**config.mk**
```make
export PLATFORM = sky130hd
export DESIGN_NAME = opus_tags_comment_parser_top
export DESIGN_NICKNAME = d
export VERILOG_FILES = /design/src/sv/otcp_pkg.sv /design/src/sv/opus_tags_comment_parser_top.sv
export SDC_FILE = /design/constraint.sdc
export NUM_CORES = 1
export LEC_CHECK = 0
export BUFFER_PORTS_ARGS = -buffer_cell sky130_fd_sc_hd__buf_4
export CORE_ASPECT_RATIO = 0.8
export CORE_MARGIN = 10
export CORE_UTILIZATION = 40
export DETAILED_ROUTE_END_ITERATION = 12
export PLACE_DENSITY_LB_ADDON = 0.2
export RECOVER_POWER = 25
export SYNTH_ARGS = -nofsm -noshare
export SYNTH_HDL_FRONTEND = slang
export SYNTH_SLANG_ARGS = --single-unit
```
**constraint.sdc**
```tcl
create_clock -name aclk -period 29 [get_ports aclk]
set_clock_uncertainty 0.2 [all_clocks]
set_input_delay 4.35 -clock aclk [delete_from_list [all_inputs] [get_ports aclk]]
set_output_delay 4.35 -clock aclk [all_outputs]
set_load 0.03 [all_outputs]
```
**src/sv/otcp_pkg.sv**
```systemverilog
package otcp_pkg;

    localparam int LENGTH_WIDTH_DEFAULT = 32;
    localparam int PLEN_WIDTH = 31;
    localparam int WORD_WIDTH = 32;
    localparam int COUNT_WIDTH = 16;
    localparam int NUM_KEYS = 5;

    localparam logic [15:0] MAX_VALUE_LENGTH_RESET = 16'd255;
    localparam logic [30:0] MIN_PACKET_LENGTH = 31'd16;
    localparam logic [30:0] LENGTH_WORD_BYTES = 31'd4;

    localparam logic REG_MAX_VALUE_LENGTH = 1'b0;

    localparam logic STATUS_OK  = 1'b0;
    localparam logic STATUS_BAD = 1'b1;

    localparam logic [2:0] TAG_VENDOR = 3'd0;

    typedef enum logic [3:0] {
        PH_IDLE   = 4'd0,
        PH_MAGIC  = 4'd1,
        PH_VLEN   = 4'd2,
        PH_VENDOR = 4'd3,
        PH_COUNT  = 4'd4,
        PH_FLEN   = 4'd5,
        PH_FBODY  = 4'd6
    } phase_t;

    localparam logic [7:0] MAGIC_TEXT [0:7] = '{"O", "p", "u", "s", "T", "a", "g", "s"};

    localparam logic [7:0] KEY_TEXT [0:4][0:7] = '{
        '{"t", "i", "t", "l", "e", "=", 8'h00, 8'h00},
        '{"a", "r", "t", "i", "s", "t", "=", 8'h00},
        '{"a", "l", "b", "u", "m", "=", 8'h00, 8'h00},
        '{"d", "a", "t", "e", "=", 8'h00, 8'h00, 8'h00},
        '{"t", "r", "a", "c", "k", "=", 8'h00, 8'h00}
    };

    localparam logic [3:0] KEY_LEN [0:4] = '{4'd6, 4'd7, 4'd6, 4'd5, 4'd6};

endpackage

```
**src/sv/opus_tags_comment_parser_top.sv**
```systemverilog
// Channel  Direction  Handshake          Payload
// s_       in         s_tvalid/s_tready  tdata: data_byte, packet_length; tuser: start_req;
//                                        tlast: last
// m_       out        m_tvalid/m_tready  tdata: tag, value_byte, status; tuser: value_valid;
//                                        tlast: status_valid
// apb      in         psel/penable       max_value_length at byte address 0
//
// One byte is taken per cycle while m_ does not stall; a byte taken goes to the input
// register and from there, in a single pass, to the result register.
// Bytes that give no result leave nothing on m_.
// Reset is synchronous on aresetn low and returns the parser to idle.
// A stall on m_ holds the waiting result; the input register can still take one byte,
// and s_tready is low while both are held.
module opus_tags_comment_parser_top #(
    parameter int LENGTH_WIDTH = otcp_pkg::LENGTH_WIDTH_DEFAULT
) (
    input  logic        aclk,
    input  logic        aresetn,
    input  logic        s_tvalid,
    output logic        s_tready,
    // [7:0] data_byte, [38:8] packet_length, [39] zero
    input  logic [39:0] s_tdata,
    // [0] start_req
    input  logic        s_tuser,
    input  logic        s_tlast,
    output logic        m_tvalid,
    input  logic        m_tready,
    // [2:0] tag, [10:3] value_byte, [11] status, [15:12] zero
    output logic [15:0] m_tdata,
    // [0] value_valid
    output logic        m_tuser,
    output logic        m_tlast,
    input  logic        psel,
    input  logic        penable,
    input  logic        pwrite,
    input  logic [2:0]  paddr,
    input  logic [31:0] pwdata,
    output logic [31:0] prdata,
    output logic        pready
);

    localparam int FW = LENGTH_WIDTH - 1;
    localparam int PW = otcp_pkg::PLEN_WIDTH;
    localparam int WW = otcp_pkg::WORD_WIDTH;
    localparam int CW = otcp_pkg::COUNT_WIDTH;
    localparam int NK = otcp_pkg::NUM_KEYS;

    logic [CW-1:0] max_len_reg;

    logic          in_valid_reg;
    logic          in_start_reg;
    logic [7:0]    in_byte_reg;
    logic [PW-1:0] in_plen_reg;
    logic          in_last_reg;

    logic          out_valid_reg;
    logic          out_val_reg;
    logic [2:0]    out_tag_reg;
    logic [7:0]    out_byte_reg;
    logic          out_stv_reg;
    logic          out_st_reg;

    otcp_pkg::phase_t phase_reg, phase_next;
    logic [2:0]    mpos_reg, mpos_next;
    logic [1:0]    wbi_reg, wbi_next;
    logic [WW-1:0] word_reg, word_next;
    logic [PW-1:0] budget_reg, budget_next;
    logic [FW-1:0] fields_reg, fields_next;
    logic [FW-1:0] fbl_reg, fbl_next;
    logic [NK-1:0] cand_reg, cand_next;
    logic [2:0]    kpos_reg, kpos_next;
    logic [2:0]    atag_reg, atag_next;
    logic [CW-1:0] cnt_reg, cnt_next;
    logic          zero_reg, zero_next;

    logic          res_val;
    logic [2:0]    res_tag;
    logic [7:0]    res_byte;
    logic          res_stv;
    logic          res_st;

    logic s_accept;
    logic out_free;
    logic step;
    logic cfg_write;

    assign pready    = 1'b1;
    assign cfg_write = psel && penable && pwrite && pready;
    assign prdata    = (paddr[2] == otcp_pkg::REG_MAX_VALUE_LENGTH) ?
                       {{(32-CW){1'b0}}, max_len_reg} : 32'd0;

    assign out_free = !out_valid_reg || m_tready;
    assign s_tready = !in_valid_reg || out_free;
    assign s_accept = s_tvalid && s_tready;
    assign step     = in_valid_reg && out_free;

    assign m_tvalid = out_valid_reg;
    assign m_tuser  = out_val_reg;
    assign m_tlast  = out_stv_reg;
    assign m_tdata  = {4'd0, out_st_reg, out_byte_reg, out_tag_reg};

    always_comb begin
        logic [WW-1:0] w;
        logic          w_done;
        logic          w_big;
        logic [7:0]    lc;
        logic [PW-1:0] b_sub;
        logic          emit_en;
        logic [2:0]    emit_tag;
        logic          do_next;
        logic          hit;
        logic          skip;
        otcp_pkg::phase_t cur;

        phase_next  = phase_reg;
        mpos_next   = mpos_reg;
        wbi_next    = wbi_reg;
        word_next   = word_reg;
        budget_next = budget_reg;
        fields_next = fields_reg;
        fbl_next    = fbl_reg;
        cand_next   = cand_reg;
        kpos_next   = kpos_reg;
        atag_next   = atag_reg;
        cnt_next    = cnt_reg;
        zero_next   = zero_reg;

        res_val  = 1'b0;
        res_tag  = otcp_pkg::TAG_VENDOR;
        res_byte = 8'd0;
        res_stv  = 1'b0;
        res_st   = otcp_pkg::STATUS_OK;

        w        = '0;
        w_done   = 1'b0;
        w_big    = 1'b0;
        lc       = 8'd0;
        b_sub    = '0;
        emit_en  = 1'b0;
        emit_tag = otcp_pkg::TAG_VENDOR;
        do_next  = 1'b0;
        hit      = 1'b0;
        skip     = 1'b0;
        cur      = otcp_pkg::PH_IDLE;

        if (step) begin
            if (in_start_reg) begin
                phase_next  = otcp_pkg::PH_MAGIC;
                mpos_next   = 3'd0;
                wbi_next    = 2'd0;
                word_next   = '0;
                budget_next = in_plen_reg;
                fields_next = '0;
                fbl_next    = '0;
                cand_next   = '1;
                kpos_next   = 3'd0;
                atag_next   = otcp_pkg::TAG_VENDOR;
                cnt_next    = '0;
                zero_next   = 1'b0;
                if (in_plen_reg < otcp_pkg::MIN_PACKET_LENGTH) begin
                    res_stv    = 1'b1;
                    res_st     = otcp_pkg::STATUS_BAD;
                    phase_next = otcp_pkg::PH_IDLE;
                    skip       = 1'b1;
                end
            end

            if (!skip) begin
                w      = word_next | ({24'd0, in_byte_reg} << {wbi_next, 3'b000});
                w_done = (wbi_next == 2'd3);
                w_big  = (w[WW-1:FW] != '0);
                lc     = ((in_byte_reg >= "A") && (in_byte_reg <= "Z")) ?
                         in_byte_reg + 8'd32 : in_byte_reg;
                cur    = phase_next;

                unique case (cur)
                    otcp_pkg::PH_MAGIC: begin
                        if (in_byte_reg != otcp_pkg::MAGIC_TEXT[mpos_next]) begin
                            res_stv    = 1'b1;
                            res_st     = otcp_pkg::STATUS_BAD;
                            phase_next = otcp_pkg::PH_IDLE;
                        end else if (mpos_next == 3'd7) begin
                            mpos_next  = 3'd0;
                            word_next  = '0;
                            wbi_next   = 2'd0;
                            phase_next = otcp_pkg::PH_VLEN;
                        end else begin
                            mpos_next = mpos_next + 3'd1;
                        end
                    end
                    otcp_pkg::PH_VLEN: begin
                        word_next = w;
                        wbi_next  = wbi_next + 2'd1;
                        if (w_done) begin
                            b_sub = budget_next - otcp_pkg::MIN_PACKET_LENGTH;
                            if (w_big || (w > {1'b0, b_sub})) begin
                                res_stv    = 1'b1;
                                res_st     = otcp_pkg::STATUS_BAD;
                                phase_next = otcp_pkg::PH_IDLE;
                            end else begin
                                budget_next = b_sub - w[PW-1:0];
                                fbl_next    = w[FW-1:0];
                                cnt_next    = '0;
                                zero_next   = 1'b0;
                                if (w == '0) begin
                                    word_next  = '0;
                                    wbi_next   = 2'd0;
                                    phase_next = otcp_pkg::PH_COUNT;
                                end else begin
                                    phase_next = otcp_pkg::PH_VENDOR;
                                end
                            end
                        end
                    end
                    otcp_pkg::PH_VENDOR: begin
                        emit_en  = 1'b1;
                        emit_tag = otcp_pkg::TAG_VENDOR;
                        fbl_next = fbl_next - 1'b1;
                        if (fbl_next == '0) begin
                            word_next  = '0;
                            wbi_next   = 2'd0;
                            phase_next = otcp_pkg::PH_COUNT;
                        end
                    end
                    otcp_pkg::PH_COUNT: begin
                        word_next = w;
                        wbi_next  = wbi_next + 2'd1;
                        if (w_done) begin
                            if (w_big || (w > {3'd0, budget_next[PW-1:2]})) begin
                                res_stv    = 1'b1;
                                res_st     = otcp_pkg::STATUS_BAD;
                                phase_next = otcp_pkg::PH_IDLE;
                            end else begin
                                fields_next = w[FW-1:0];
                                do_next     = 1'b1;
                            end
                        end
                    end
                    otcp_pkg::PH_FLEN: begin
                        word_next = w;
                        wbi_next  = wbi_next + 2'd1;
                        if (w_done) begin
                            b_sub       = budget_next - otcp_pkg::LENGTH_WORD_BYTES;
                            budget_next = b_sub;
                            if (w_big || (w > {1'b0, b_sub})) begin
                                res_stv    = 1'b1;
                                res_st     = otcp_pkg::STATUS_BAD;
                                phase_next = otcp_pkg::PH_IDLE;
                            end else begin
                                budget_next = b_sub - w[PW-1:0];
                                fbl_next    = w[FW-1:0];
                                cand_next   = '1;
                                kpos_next   = 3'd0;
                                atag_next   = otcp_pkg::TAG_VENDOR;
                                cnt_next    = '0;
                                zero_next   = 1'b0;
                                if (w == '0) begin
                                    fields_next = fields_next - 1'b1;
                                    do_next     = 1'b1;
                                end else begin
                                    phase_next = otcp_pkg::PH_FBODY;
                                end
                            end
                        end
                    end
                    otcp_pkg::PH_FBODY: begin
                        if (atag_next != otcp_pkg::TAG_VENDOR) begin
                            emit_en  = 1'b1;
                            emit_tag = atag_next;
                        end else if (cand_next != '0) begin
                            for (int j = 0; j < NK; j++) begin
                                if (!hit && cand_reg[j]) begin
                                    if (({1'b0, kpos_next} < otcp_pkg::KEY_LEN[j]) &&
                                        (otcp_pkg::KEY_TEXT[j][kpos_next] == lc)) begin
                                        if ({1'b0, kpos_next} + 4'd1 ==
                                            otcp_pkg::KEY_LEN[j]) begin
                                            hit       = 1'b1;
                                            atag_next = 3'(j + 1);
                                        end
                                    end else begin
                                        cand_next[j] = 1'b0;
                                    end
                                end
                            end
                            if (hit) begin
                                cand_next = '0;
                            end
                            if (kpos_next != 3'd7) begin
                                kpos_next = kpos_next + 3'd1;
                            end
                        end
                        fbl_next = fbl_next - 1'b1;
                        if (fbl_next == '0) begin
                            fields_next = fields_next - 1'b1;
                            do_next     = 1'b1;
                        end
                    end
                    default: begin
                        phase_next = otcp_pkg::PH_IDLE;
                    end
                endcase

                if (emit_en && !zero_next) begin
                    if (in_byte_reg == 8'd0) begin
                        zero_next = 1'b1;
                    end else if (cnt_next < max_len_reg) begin
                        res_val  = 1'b1;
                        res_tag  = emit_tag;
                        res_byte = in_byte_reg;
                        cnt_next = cnt_next + 1'b1;
                    end
                end

                if (do_next) begin
                    if (fields_next == '0) begin
                        res_stv    = 1'b1;
                        res_st     = otcp_pkg::STATUS_OK;
                        phase_next = otcp_pkg::PH_IDLE;
                    end else if (budget_next < otcp_pkg::LENGTH_WORD_BYTES) begin
                        res_stv    = 1'b1;
                        res_st     = otcp_pkg::STATUS_BAD;
                        phase_next = otcp_pkg::PH_IDLE;
                    end else begin
                        word_next  = '0;
                        wbi_next   = 2'd0;
                        phase_next = otcp_pkg::PH_FLEN;
                    end
                end

                if (in_last_reg && (phase_next != otcp_pkg::PH_IDLE)) begin
                    res_stv    = 1'b1;
                    res_st     = otcp_pkg::STATUS_BAD;
                    phase_next = otcp_pkg::PH_IDLE;
                end
            end
        end
    end

    always_ff @(posedge aclk) begin
        if (!aresetn) begin
            max_len_reg   <= otcp_pkg::MAX_VALUE_LENGTH_RESET;
            in_valid_reg  <= 1'b0;
            out_valid_reg <= 1'b0;
            phase_reg     <= otcp_pkg::PH_IDLE;
            mpos_reg      <= 3'd0;
            wbi_reg       <= 2'd0;
            word_reg      <= '0;
            budget_reg    <= '0;
            fields_reg    <= '0;
            fbl_reg       <= '0;
            cand_reg      <= '1;
            kpos_reg      <= 3'd0;
            atag_reg      <= otcp_pkg::TAG_VENDOR;
            cnt_reg       <= '0;
            zero_reg      <= 1'b0;
        end else begin
            if (cfg_write && (paddr[2] == otcp_pkg::REG_MAX_VALUE_LENGTH)) begin
                max_len_reg <= pwdata[CW-1:0];
            end
            if (s_accept) begin
                in_valid_reg <= 1'b1;
            end else if (out_free) begin
                in_valid_reg <= 1'b0;
            end
            if (step) begin
                out_valid_reg <= res_val || res_stv;
            end else if (m_tready) begin
                out_valid_reg <= 1'b0;
            end
            phase_reg  <= phase_next;
            mpos_reg   <= mpos_next;
            wbi_reg    <= wbi_next;
            word_reg   <= word_next;
            budget_reg <= budget_next;
            fields_reg <= fields_next;
            fbl_reg    <= fbl_next;
            cand_reg   <= cand_next;
            kpos_reg   <= kpos_next;
            atag_reg   <= atag_next;
            cnt_reg    <= cnt_next;
            zero_reg   <= zero_next;
        end
    end

    always_ff @(posedge aclk) begin
        if (s_accept) begin
            in_start_reg <= s_tuser;
            in_byte_reg  <= s_tdata[7:0];
            in_plen_reg  <= s_tdata[38:8];
            in_last_reg  <= s_tlast;
        end
        if (step) begin
            out_val_reg  <= res_val;
            out_tag_reg  <= res_tag;
            out_byte_reg <= res_byte;
            out_stv_reg  <= res_stv;
            out_st_reg   <= res_st;
        end
    end

    // A result that closes a packet always leaves the parser idle.
    a_status_idles: assert property (@(posedge aclk) disable iff (!aresetn)
        (step && res_stv) |=> (phase_reg == otcp_pkg::PH_IDLE))
        else $error("status given but parser not idle");

    // Only results that carry a string byte or a status reach the output.
    a_result_nonempty: assert property (@(posedge aclk) disable iff (!aresetn)
        out_valid_reg |-> (out_val_reg || out_stv_reg))
        else $error("empty result in output register");

    // A field body is entered only with bytes left in it.
    a_body_nonempty: assert property (@(posedge aclk) disable iff (!aresetn)
        (phase_reg == otcp_pkg::PH_FBODY || phase_reg == otcp_pkg::PH_VENDOR)
        |-> (fbl_reg != '0))
        else $error("string phase with no bytes left");

    // The magic is checked only for packets long enough to hold a header.
    a_magic_budget: assert property (@(posedge aclk) disable iff (!aresetn)
        (phase_reg == otcp_pkg::PH_MAGIC) |-> (budget_reg >= otcp_pkg::MIN_PACKET_LENGTH))
        else $error("short packet reached magic check");

    // The input register is drained whenever the output side has room.
    a_input_drains: assert property (@(posedge aclk) disable iff (!aresetn)
        (in_valid_reg && out_free && !s_accept) |=> !in_valid_reg)
        else $error("input register not drained");

endmodule

```
# Word level (Yosys, flattened, before mapping)
# Memories as Yosys holds them, arrays and structs flattened.
# Cells that the tools add are included.
[totals] register_bits=235 mem_bits_ro=384 inputBits=84 n_memories=6
[classes] n_addsub=12 n_lt_le_gt_ge=13 n_eq_ne=18 shifts=1 n_mux=260 bitwise_logic=8 reduce_logical=43
[memory_table] memory="(name not given)" depth=8 width=8 read_ports=1 rd_ports_with_merged_regs=0 write_ports=0 line="opus_tags_comment_parser_top.sv:274" source="(otcp_pkg::KEY_TEXT[j][kpos_next] == lc)) begin"
[memory_table] memory="(name not given)" depth=8 width=8 read_ports=1 rd_ports_with_merged_regs=0 write_ports=0 line="opus_tags_comment_parser_top.sv:274"
[memory_table] memory="(name not given)" depth=8 width=8 read_ports=1 rd_ports_with_merged_regs=0 write_ports=0 line="opus_tags_comment_parser_top.sv:274"
[memory_table] memory="(name not given)" depth=8 width=8 read_ports=1 rd_ports_with_merged_regs=0 write_ports=0 line="opus_tags_comment_parser_top.sv:274"
[memory_table] memory="(name not given)" depth=8 width=8 read_ports=1 rd_ports_with_merged_regs=0 write_ports=0 line="opus_tags_comment_parser_top.sv:274"
[memory_table] memory="(name not given)" depth=8 width=8 read_ports=1 rd_ports_with_merged_regs=0 write_ports=0 line="opus_tags_comment_parser_top.sv:178" source="if (in_byte_reg != otcp_pkg::MAGIC_TEXT[mpos_next]) begin"
[op_table] cell="two-way mux 31 bit" n=27
[op_table] cell="two-way mux 32 bit" n=12
[op_table] cell="two-way mux 16 bit" n=12
[op_table] cell="case mux 31 bit (3 select lines)" n=2
[op_table] cell="two-way mux 3 bit" n=45
[op_table] cell="case mux 32 bit (4 select lines)" n=1
[op_table] cell="two-way mux 8 bit" n=13
[op_table] cell="two-way mux 1 bit" n=101
[op_table] cell="> comparator 32 x 31 -> 1 bit" n=2
[op_table] cell="two-way mux 4 bit" n=16
[op_table] cell="zero test 31 bit" n=2
[op_table] cell="case mux 31 bit (2 select lines)" n=1
[op_table] cell="subtractor 31 x 1 -> 31 bit, second input constant" n=2
[op_table] cell="subtractor 31 bit" n=2
[op_table] cell="equality test 8 bit" n=5
[op_table] cell="two-way mux 5 bit" n=8
[op_table] cell="> comparator 32 x 29 -> 1 bit" n=1
[op_table] cell="zero test 32 bit" n=1
[op_table] cell="OR 32 bit" n=1
[op_table] cell="case mux 16 bit (2 select lines)" n=1
[op_table] cell="left shift 8 x 5 -> 32 bit" n=1
[op_table] cell="< comparator 31 x 3 -> 1 bit, second input constant" n=1
[op_table] cell="< comparator 31 x 5 -> 1 bit, second input constant" n=1
[op_table] cell="subtractor 31 x 3 -> 31 bit, second input constant" n=1
[op_table] cell="other kinds (39)" n=96

# Longest topological paths before layout
# Gate-level depths: netlist of the first run.
[depth] ltp_word=54 mapped_depth=44

# Least setup slack after synthesis of the first run
# Ideal clock, no wire load.
[synth_path] path_type="input-to-output" from="in paddr[2]" to="out prdata[10]" t_arrival_ns=5.133 required_time_ns=24.450 slack_ns=19.317 path_stages=3 n_path_buf=2 cell_sequence="clkbuf_1 clkbuf_1 nor2_1"
[synth_via] elab_chain_len=1
[synth_lines] element="start, declared" line="opus_tags_comment_parser_top.sv:36" source="input logic [2:0] paddr,"
[synth_lines] element="two-way mux 16 bit" line="opus_tags_comment_parser_top.sv:89" source="assign prdata = (paddr[2] == otcp_pkg::REG_MAX_VALUE_LENGTH) ?"
[synth_lines] element="end, declared" line="opus_tags_comment_parser_top.sv:38" source="output logic [31:0] prdata,"
# No other way between the ends.

# Worst setup path after layout of the first run
[layout_path] from="reg in_start_reg" to="reg cnt_reg[15]"
[layout_via] elab_chain_len=16 word_cells_on_any_way=54
[layout_lines] element="start, declared" line="opus_tags_comment_parser_top.sv:51" source="logic in_start_reg;"
[layout_lines] element="start signal, assigned" line="opus_tags_comment_parser_top.sv:387" source="in_start_reg <= s_tuser;"
[layout_lines] element="branches (longest 15 deep; another with > comparator 32 x 31 -> 1 bit)"
[layout_lines] element="two-way mux 16 bit *" line="opus_tags_comment_parser_top.sv:168" source="if (!skip) begin"
[layout_lines] element="end signal, assigned" line="opus_tags_comment_parser_top.sv:380" source="cnt_reg <= cnt_next;"
[layout_lines] element="end, declared" line="opus_tags_comment_parser_top.sv:73" source="logic [CW-1:0] cnt_reg, cnt_next;"
# Every way passes the cells marked *. The select of a mux whose other input is x is not followed.
# A chain may end at the register's enable or synchronous reset.

==> results.json, run 1 <==
{
  "syn_to_final_growth_pct": 9.96,
  "clk_latency_ns": 0.61,
  "antenna_found_initial": 9,
  "viasPerCell": 6.55,
  "die_h_um": 238,
  "yosys.area_share.simple_pct": 26.1,
  "drtIter0Drc": 3671,
  "synth-adder-area-share_pct": 9.95,
  "grt_use_total_pct": 30.5,
  "ys_top_cells_by_area": "dfxtp_1, ha_1, edfxtp_1",
  "path_clk_slew_ns": 0.06,
  "gp_congestion": 1.01,
  "avgSynthCellArea_um2": 7.45,
  "synth_top_cells_by_count": "nor2_1, nand2_1, a21oi_1",
  "ys_types": 102,
  "gr-total-overflow": 0,
  "fin_crit_ns": 11.58,
  "max-vdd-ir-drop_mv": 0.0477,
  "cp_num_buf_inv": 2,
  "synth-main-ff-cell": "dfxtp_1",
  "power_density_nw_per_um2": 40.1,
  "worst_pin_slew_ns": 3.12,
  "cp_max_fo": 26,
  "yosysSeqAreaShare_pct": 22.0,
  "drt_wl_total_mm": 111,
  "ios": 137,
  "grt_max_degree": 143,
  "p_int_uw": 671,
  "routedWlPerCell_um": 27.8,
  "setup_viol": 0,
  "netlist_area_um2": 23800,
  "synth_top_family_by_area": "compound AO/OA/AOI/OAI gates",
  "grt_pass1_wl_mm": 163,
  "numCtsBuffers": 29,
  "critical_path.slowest_cell": "nor4_1",
  "synth_top_area_share_pct": 15.1,
  "syn-instance-count": 3200,
  "max_clock_freq_mhz": 86.4,
  "fin_total_pwr_uw": 1050,
  "pwr-share-seq_pct": 33.8,
  "grt_pass1_vias": 24152,
  "rsz0062_at_grt": "no",
  "slew-limit-headroom_pct": -108,
  "synth-edff-count": 55,
  "synth_compound_area_share_pct": 26.1,
  "leakagePower_uw": 0.0106,
  "via_count": 26210,
  "final.setup.tns_ns": 0,
  "route.detailed.drc": 0,
  "synth-seq-cells": 235,
  "cts.htree.levels": 1,
  "drive_above_1_share_pct": 9.29,
  "cts_resized": 0,
  "clockBufferDepth": 3,
  "cts.sinks": 235,
  "port_buffers": 96,
  "synth_xor_area_share_pct": 4.81,
  "synthArstFlopShare_pct": 0,
  "initial_utilization_pct": 40.7,
  "start_kind": "flip-flop",
  "cp.required_ns": 29.28,
  "cap_violations": 1,
  "yosysTopAreaCell": "dfxtp_1",
  "fp.dieW_um": 293,
  "antenna_left": 0,
  "worstPathArrival_ns": 11.86,
  "critPathKind": "reg -> reg",
  "yosysWarnings": 0,
  "cp_slowest_stage_delay_ns": 1.16,
  "worst_setup_path_end_kind": "flip-flop",
  "final_net_count": 3478,
  "finalCritPeriodShare_pct": 39.9,
  "status": "finished with violations",
  "synthMuxAreaShare_pct": 4.27,
  "p_sw_uw": 381,
  "hold_violations": 0,
  "p_clk_share_pct": 36.8,
  "pwr-share-comb_pct": 29.3,
  "fin_util_pct": 44.7,
  "firstDrtPassIters": 6,
  "post_cts_buffers": 0,
  "finalMaxSlewViolations": 42,
  "place.detailed.hpwl_mm": 84.4,
  "violations": "capacitance limit, slew limit",
  "p_sw_share_pct": 36.2,
  "hold_path.class": "reg -> reg",
  "core_area_um2": 58600,
  "cts_hold_buf": 0,
  "yosysMostFrequentCell": "nor2_1",
  "path_delay_family": "simple AND/OR/NAND/NOR gates",
  "cts_tree": "done",
  "cts_root_buf": "clkbuf_16",
  "crit_top_cell": "ha_1",
  "rows": 79,
  "dieArea_um2": 69800,
  "largest_reg_flops": 32
}
==> worst paths after layout <==
check,from,end,slack (ns),cells after the start
max,in_start_reg,cnt_reg[15],17.42,29
min,max_len_reg[10],max_len_reg[10],0.26,2
max reg2reg,in_start_reg,cnt_reg[15],17.42,29
min reg2reg,max_len_reg[10],max_len_reg[10],0.26,2
==> stage by stage <==
stage                     setup slack [ns]  std cells  instance area, µm²  hold slack (ns)
after global placement               18.08       3943               25300            0.243
after floorplan                      19.32       3219               23900            0.231
after detailed placement             17.89       3943               25300            0.247
after CTS                            17.84       3997               26200            0.256
after global routing                 16.87       3997               26200            0.276
final                                17.42       4001               26200            0.256
==> power groups by stage <==
stage / combinational [µW] / clock, µW / sequential (µW)
2_1_floorplan: 210 / 0 / 357
3_3_place_gp: 298 / 0 / 362
3_5_place_dp: 299 / 0 / 362
4_1_cts: 301 / 392 / 355
5_1_grt: 332 / 405 / 356
6_report: 309 / 388 / 356
==> worst register-to-register path, delay by kind of cell (launching register included) <==
kind,cells,cell delay (ns)
muxes,1,0.73
AOI/OAI and AO/OA,12,3.44
adders and majority gates,3,0.94
and+or+nand+nor,10,4.51
buffers and inverters,2,0.82
DFF,1,0.47
xor gates and xnor gates,1,0.36
==> layout make-up <==
| cell class | count | area [µm²] |
|---|---|---|
| multi-input combinational | 2600 | 17100 |
| antenna | 4 | 10.0 |
| timing repair buffer | 171 | 1280 |
| fill | 6026 | 32400 |
| clock buffer | 35 | 758 |
| clock inverter | 19 | 215 |
| sequential | 235 | 5260 |
| inverter | 168 | 634 |
| tap | 769 | 962 |
==> cells by family after synthesis <==
family          Yosys count
buf+inv                 384
fa+ha+maj               189
other cells               2
simple gates           1241
xor+xnor                131
compound gates          919
flops                   235
mux                      99
==> placed cells by master, fill, tap and decap left out, types with 46 or more instances in the layout <==
cell type  count
a21o_1        47
a21oi_1      208
a31oi_1       49
and3_1        49
buf_4        126
dfxtp_1      180
edfxtp_1      55
ha_1         188
inv_1        165
mux2i_1       80
nand2_1      250
nand3_1       87
nand4_1       51
nor2_1       354
nor2b_1       51
nor3_1       133
nor4_1        54
o211ai_1      52
o21ai_0      159
o22ai_1       46
xnor2_1       78
xor2_1        53
==> routing by layer <==
layer / GRT usage (%) / vias to the layer above / part of all wire, %
met5: 0 / - / 0
met4: 9.44 / 0 / 3.3
met3: 5.23 / 194 / 11
met2: 43.8 / 1524 / 41
met1: 45.2 / 12671 / 45
li1: - / 11821 / -
No activity file was read; power rests on OpenSTA's default activity.
==> inputs of run 2 (changes only) <==
==> constraint.sdc (replaced) <==
create_clock -name aclk -period 9.4 [get_ports aclk]
set_clock_uncertainty 0.2 [all_clocks]
set_input_delay 1.41 -clock aclk [delete_from_list [all_inputs] [get_ports aclk]]
set_output_delay 1.41 -clock aclk [all_outputs]
set_load 0.03 [all_outputs]
==> results.json, run 2 (synthesis results as in run 1) <==
{
  "worst_setup_path_end_kind": "flip-flop",
  "worst_pin_slew_ns": 2.96,
  "grt_max_degree": 114,
  "drtIter0Drc": 3792,
  "worstPathArrival_ns": 9.09,
  "finalCritPeriodShare_pct": 93.2,
  "final.setup.tns_ns": 0,
  "antenna_left": 0,
  "cts.sinks": 235,
  "cap_violations": 1,
  "drt_wl_total_mm": 112,
  "port_buffers": 96,
  "finalMaxSlewViolations": 42,
  "largest_reg_flops": 32,
  "gp_congestion": 1.02,
  "final_net_count": 3552,
  "cp_num_buf_inv": 5,
  "cts.htree.levels": 1,
  "cts_tree": "done",
  "numCtsBuffers": 31,
  "max-vdd-ir-drop_mv": 0.149,
  "rsz0062_at_grt": "no",
  "initial_utilization_pct": 40.7,
  "route.detailed.drc": 0,
  "max_clock_freq_mhz": 114,
  "cp_max_fo": 44,
  "status": "finished with violations",
  "clk_latency_ns": 0.61,
  "rows": 79,
  "gr-total-overflow": 0,
  "critPathKind": "reg -> reg",
  "ios": 137,
  "power_density_nw_per_um2": 125,
  "place.detailed.hpwl_mm": 85.3,
  "core_area_um2": 58600,
  "viasPerCell": 6.59,
  "fin_crit_ns": 8.77,
  "place_ws_ns": 0.730,
  "path_delay_family": "simple AND/OR/NAND/NOR gates",
  "postLayoutSetupSlackWorst_ns": 0.635,
  "layout_common_cells": "nor2_1, nand2_1, a21oi_1, buf_4, ha_1",
  "hold_violations": 0,
  "firstDrtPassIters": 5,
  "cp_slowest_stage_delay_ns": 0.90,
  "cp.required_ns": 9.72,
  "cts_root_buf": "clkbuf_16",
  "grt_pass1_wl_mm": 164,
  "final_common_cell": "nor2_1",
  "grt_pass1_vias": 24722,
  "path_clk_slew_ns": 0.06,
  "critical_path.slowest_cell": "nor4_1",
  "setup_viol": 0,
  "violations": "capacitance limit, slew limit",
  "grt_use_total_pct": 30.6,
  "die_h_um": 238,
  "post_cts_buffers": 0,
  "routedWlPerCell_um": 27.5,
  "hold_path.class": "reg -> reg",
  "start_kind": "flip-flop",
  "antenna_found_initial": 6,
  "syn_to_final_growth_pct": 12.7,
  "drive_above_1_share_pct": 11.5,
  "via_count": 26829,
  "fp.dieW_um": 293,
  "dieArea_um2": 69800,
  "clockBufferDepth": 3,
  "slew-limit-headroom_pct": -97.2,
  "leakagePower_uw": 0.0110
}
[run 2: cell count changes in the layout (fill, tap and decap cells not counted), moves of 2 or more]
cell,delta
buf_4,+68
clkbuf_16,+2
buf_12,+2
diode_2,-3
inv_6,-2
clkbuf_1,-5
clkinvlp_4,+4
[run 2: worst paths after layout]
check | from | cells past startpoint | slack, ns | to
setup / recovery | in_start_reg | 34 | 0.63 | cnt_reg[14]
hold / removal | max_len_reg[13] | 2 | 0.26 | max_len_reg[13]
setup reg to reg | in_start_reg | 34 | 0.63 | cnt_reg[14]
hold reg to reg | max_len_reg[13] | 2 | 0.26 | max_len_reg[13]
[run 2: metrics by stage]
stage / total power, µW / hold slack (ns) / std cells / util, % / area, µm²
2_1_floorplan: 1750 / 0.231 / 3219 / - / 23900
3_3_place_gp: 2050 / 0.240 / 4014 / 44.0 / 25800
3_5_place_dp: 2060 / 0.248 / 4014 / 44.0 / 25800
4_1_cts: 3330 / 0.256 / 4071 / 45.9 / 26900
5_1_grt: 3470 / 0.280 / 4072 / 45.9 / 26900
6_report: 3350 / 0.258 / 4073 / 45.9 / 26900
[run 2: cell type report]
class | instances | area (µm²)
fillers | 5898 | 31700
multi-input cells | 2600 | 17100
flip-flops and latches | 235 | 5260
repair buffers | 243 | 1860
well taps | 769 | 962
clock buffers | 33 | 793
inverters | 168 | 634
clock inverters | 24 | 272
diodes | 1 | 2.50
[run 2: worst min-delay path, stage by stage, from the launching register on]
cell,delay [ns]
dfxtp_1,0.31
nand2_1,0.05
a21oi_1,0.05
[run 2: what timing repair did]
item                       in CTS  in global routing
gates resized for setup         0                  1
hold buffers                    0                  0
setup endpoints to repair       0                  1
[run 2: metal layers]
layer / global-route usage (%) / vias to the layer above / part of all wire [%]
met5: 0 / - / 0.032
met4: 10.8 / 6 / 3.9
met3: 7.93 / 268 / 12
met2: 43.2 / 1646 / 40
met1: 44.0 / 12950 / 44
li1: - / 11959 / -
[run 2: power by group]
part           internal (µW)  switching [µW]  total, µW  leakage [µW]
registers               1060            34.6       1100       0.00201
clock network            747             523       1270      0.000507
logic                    336             647        983       0.00846
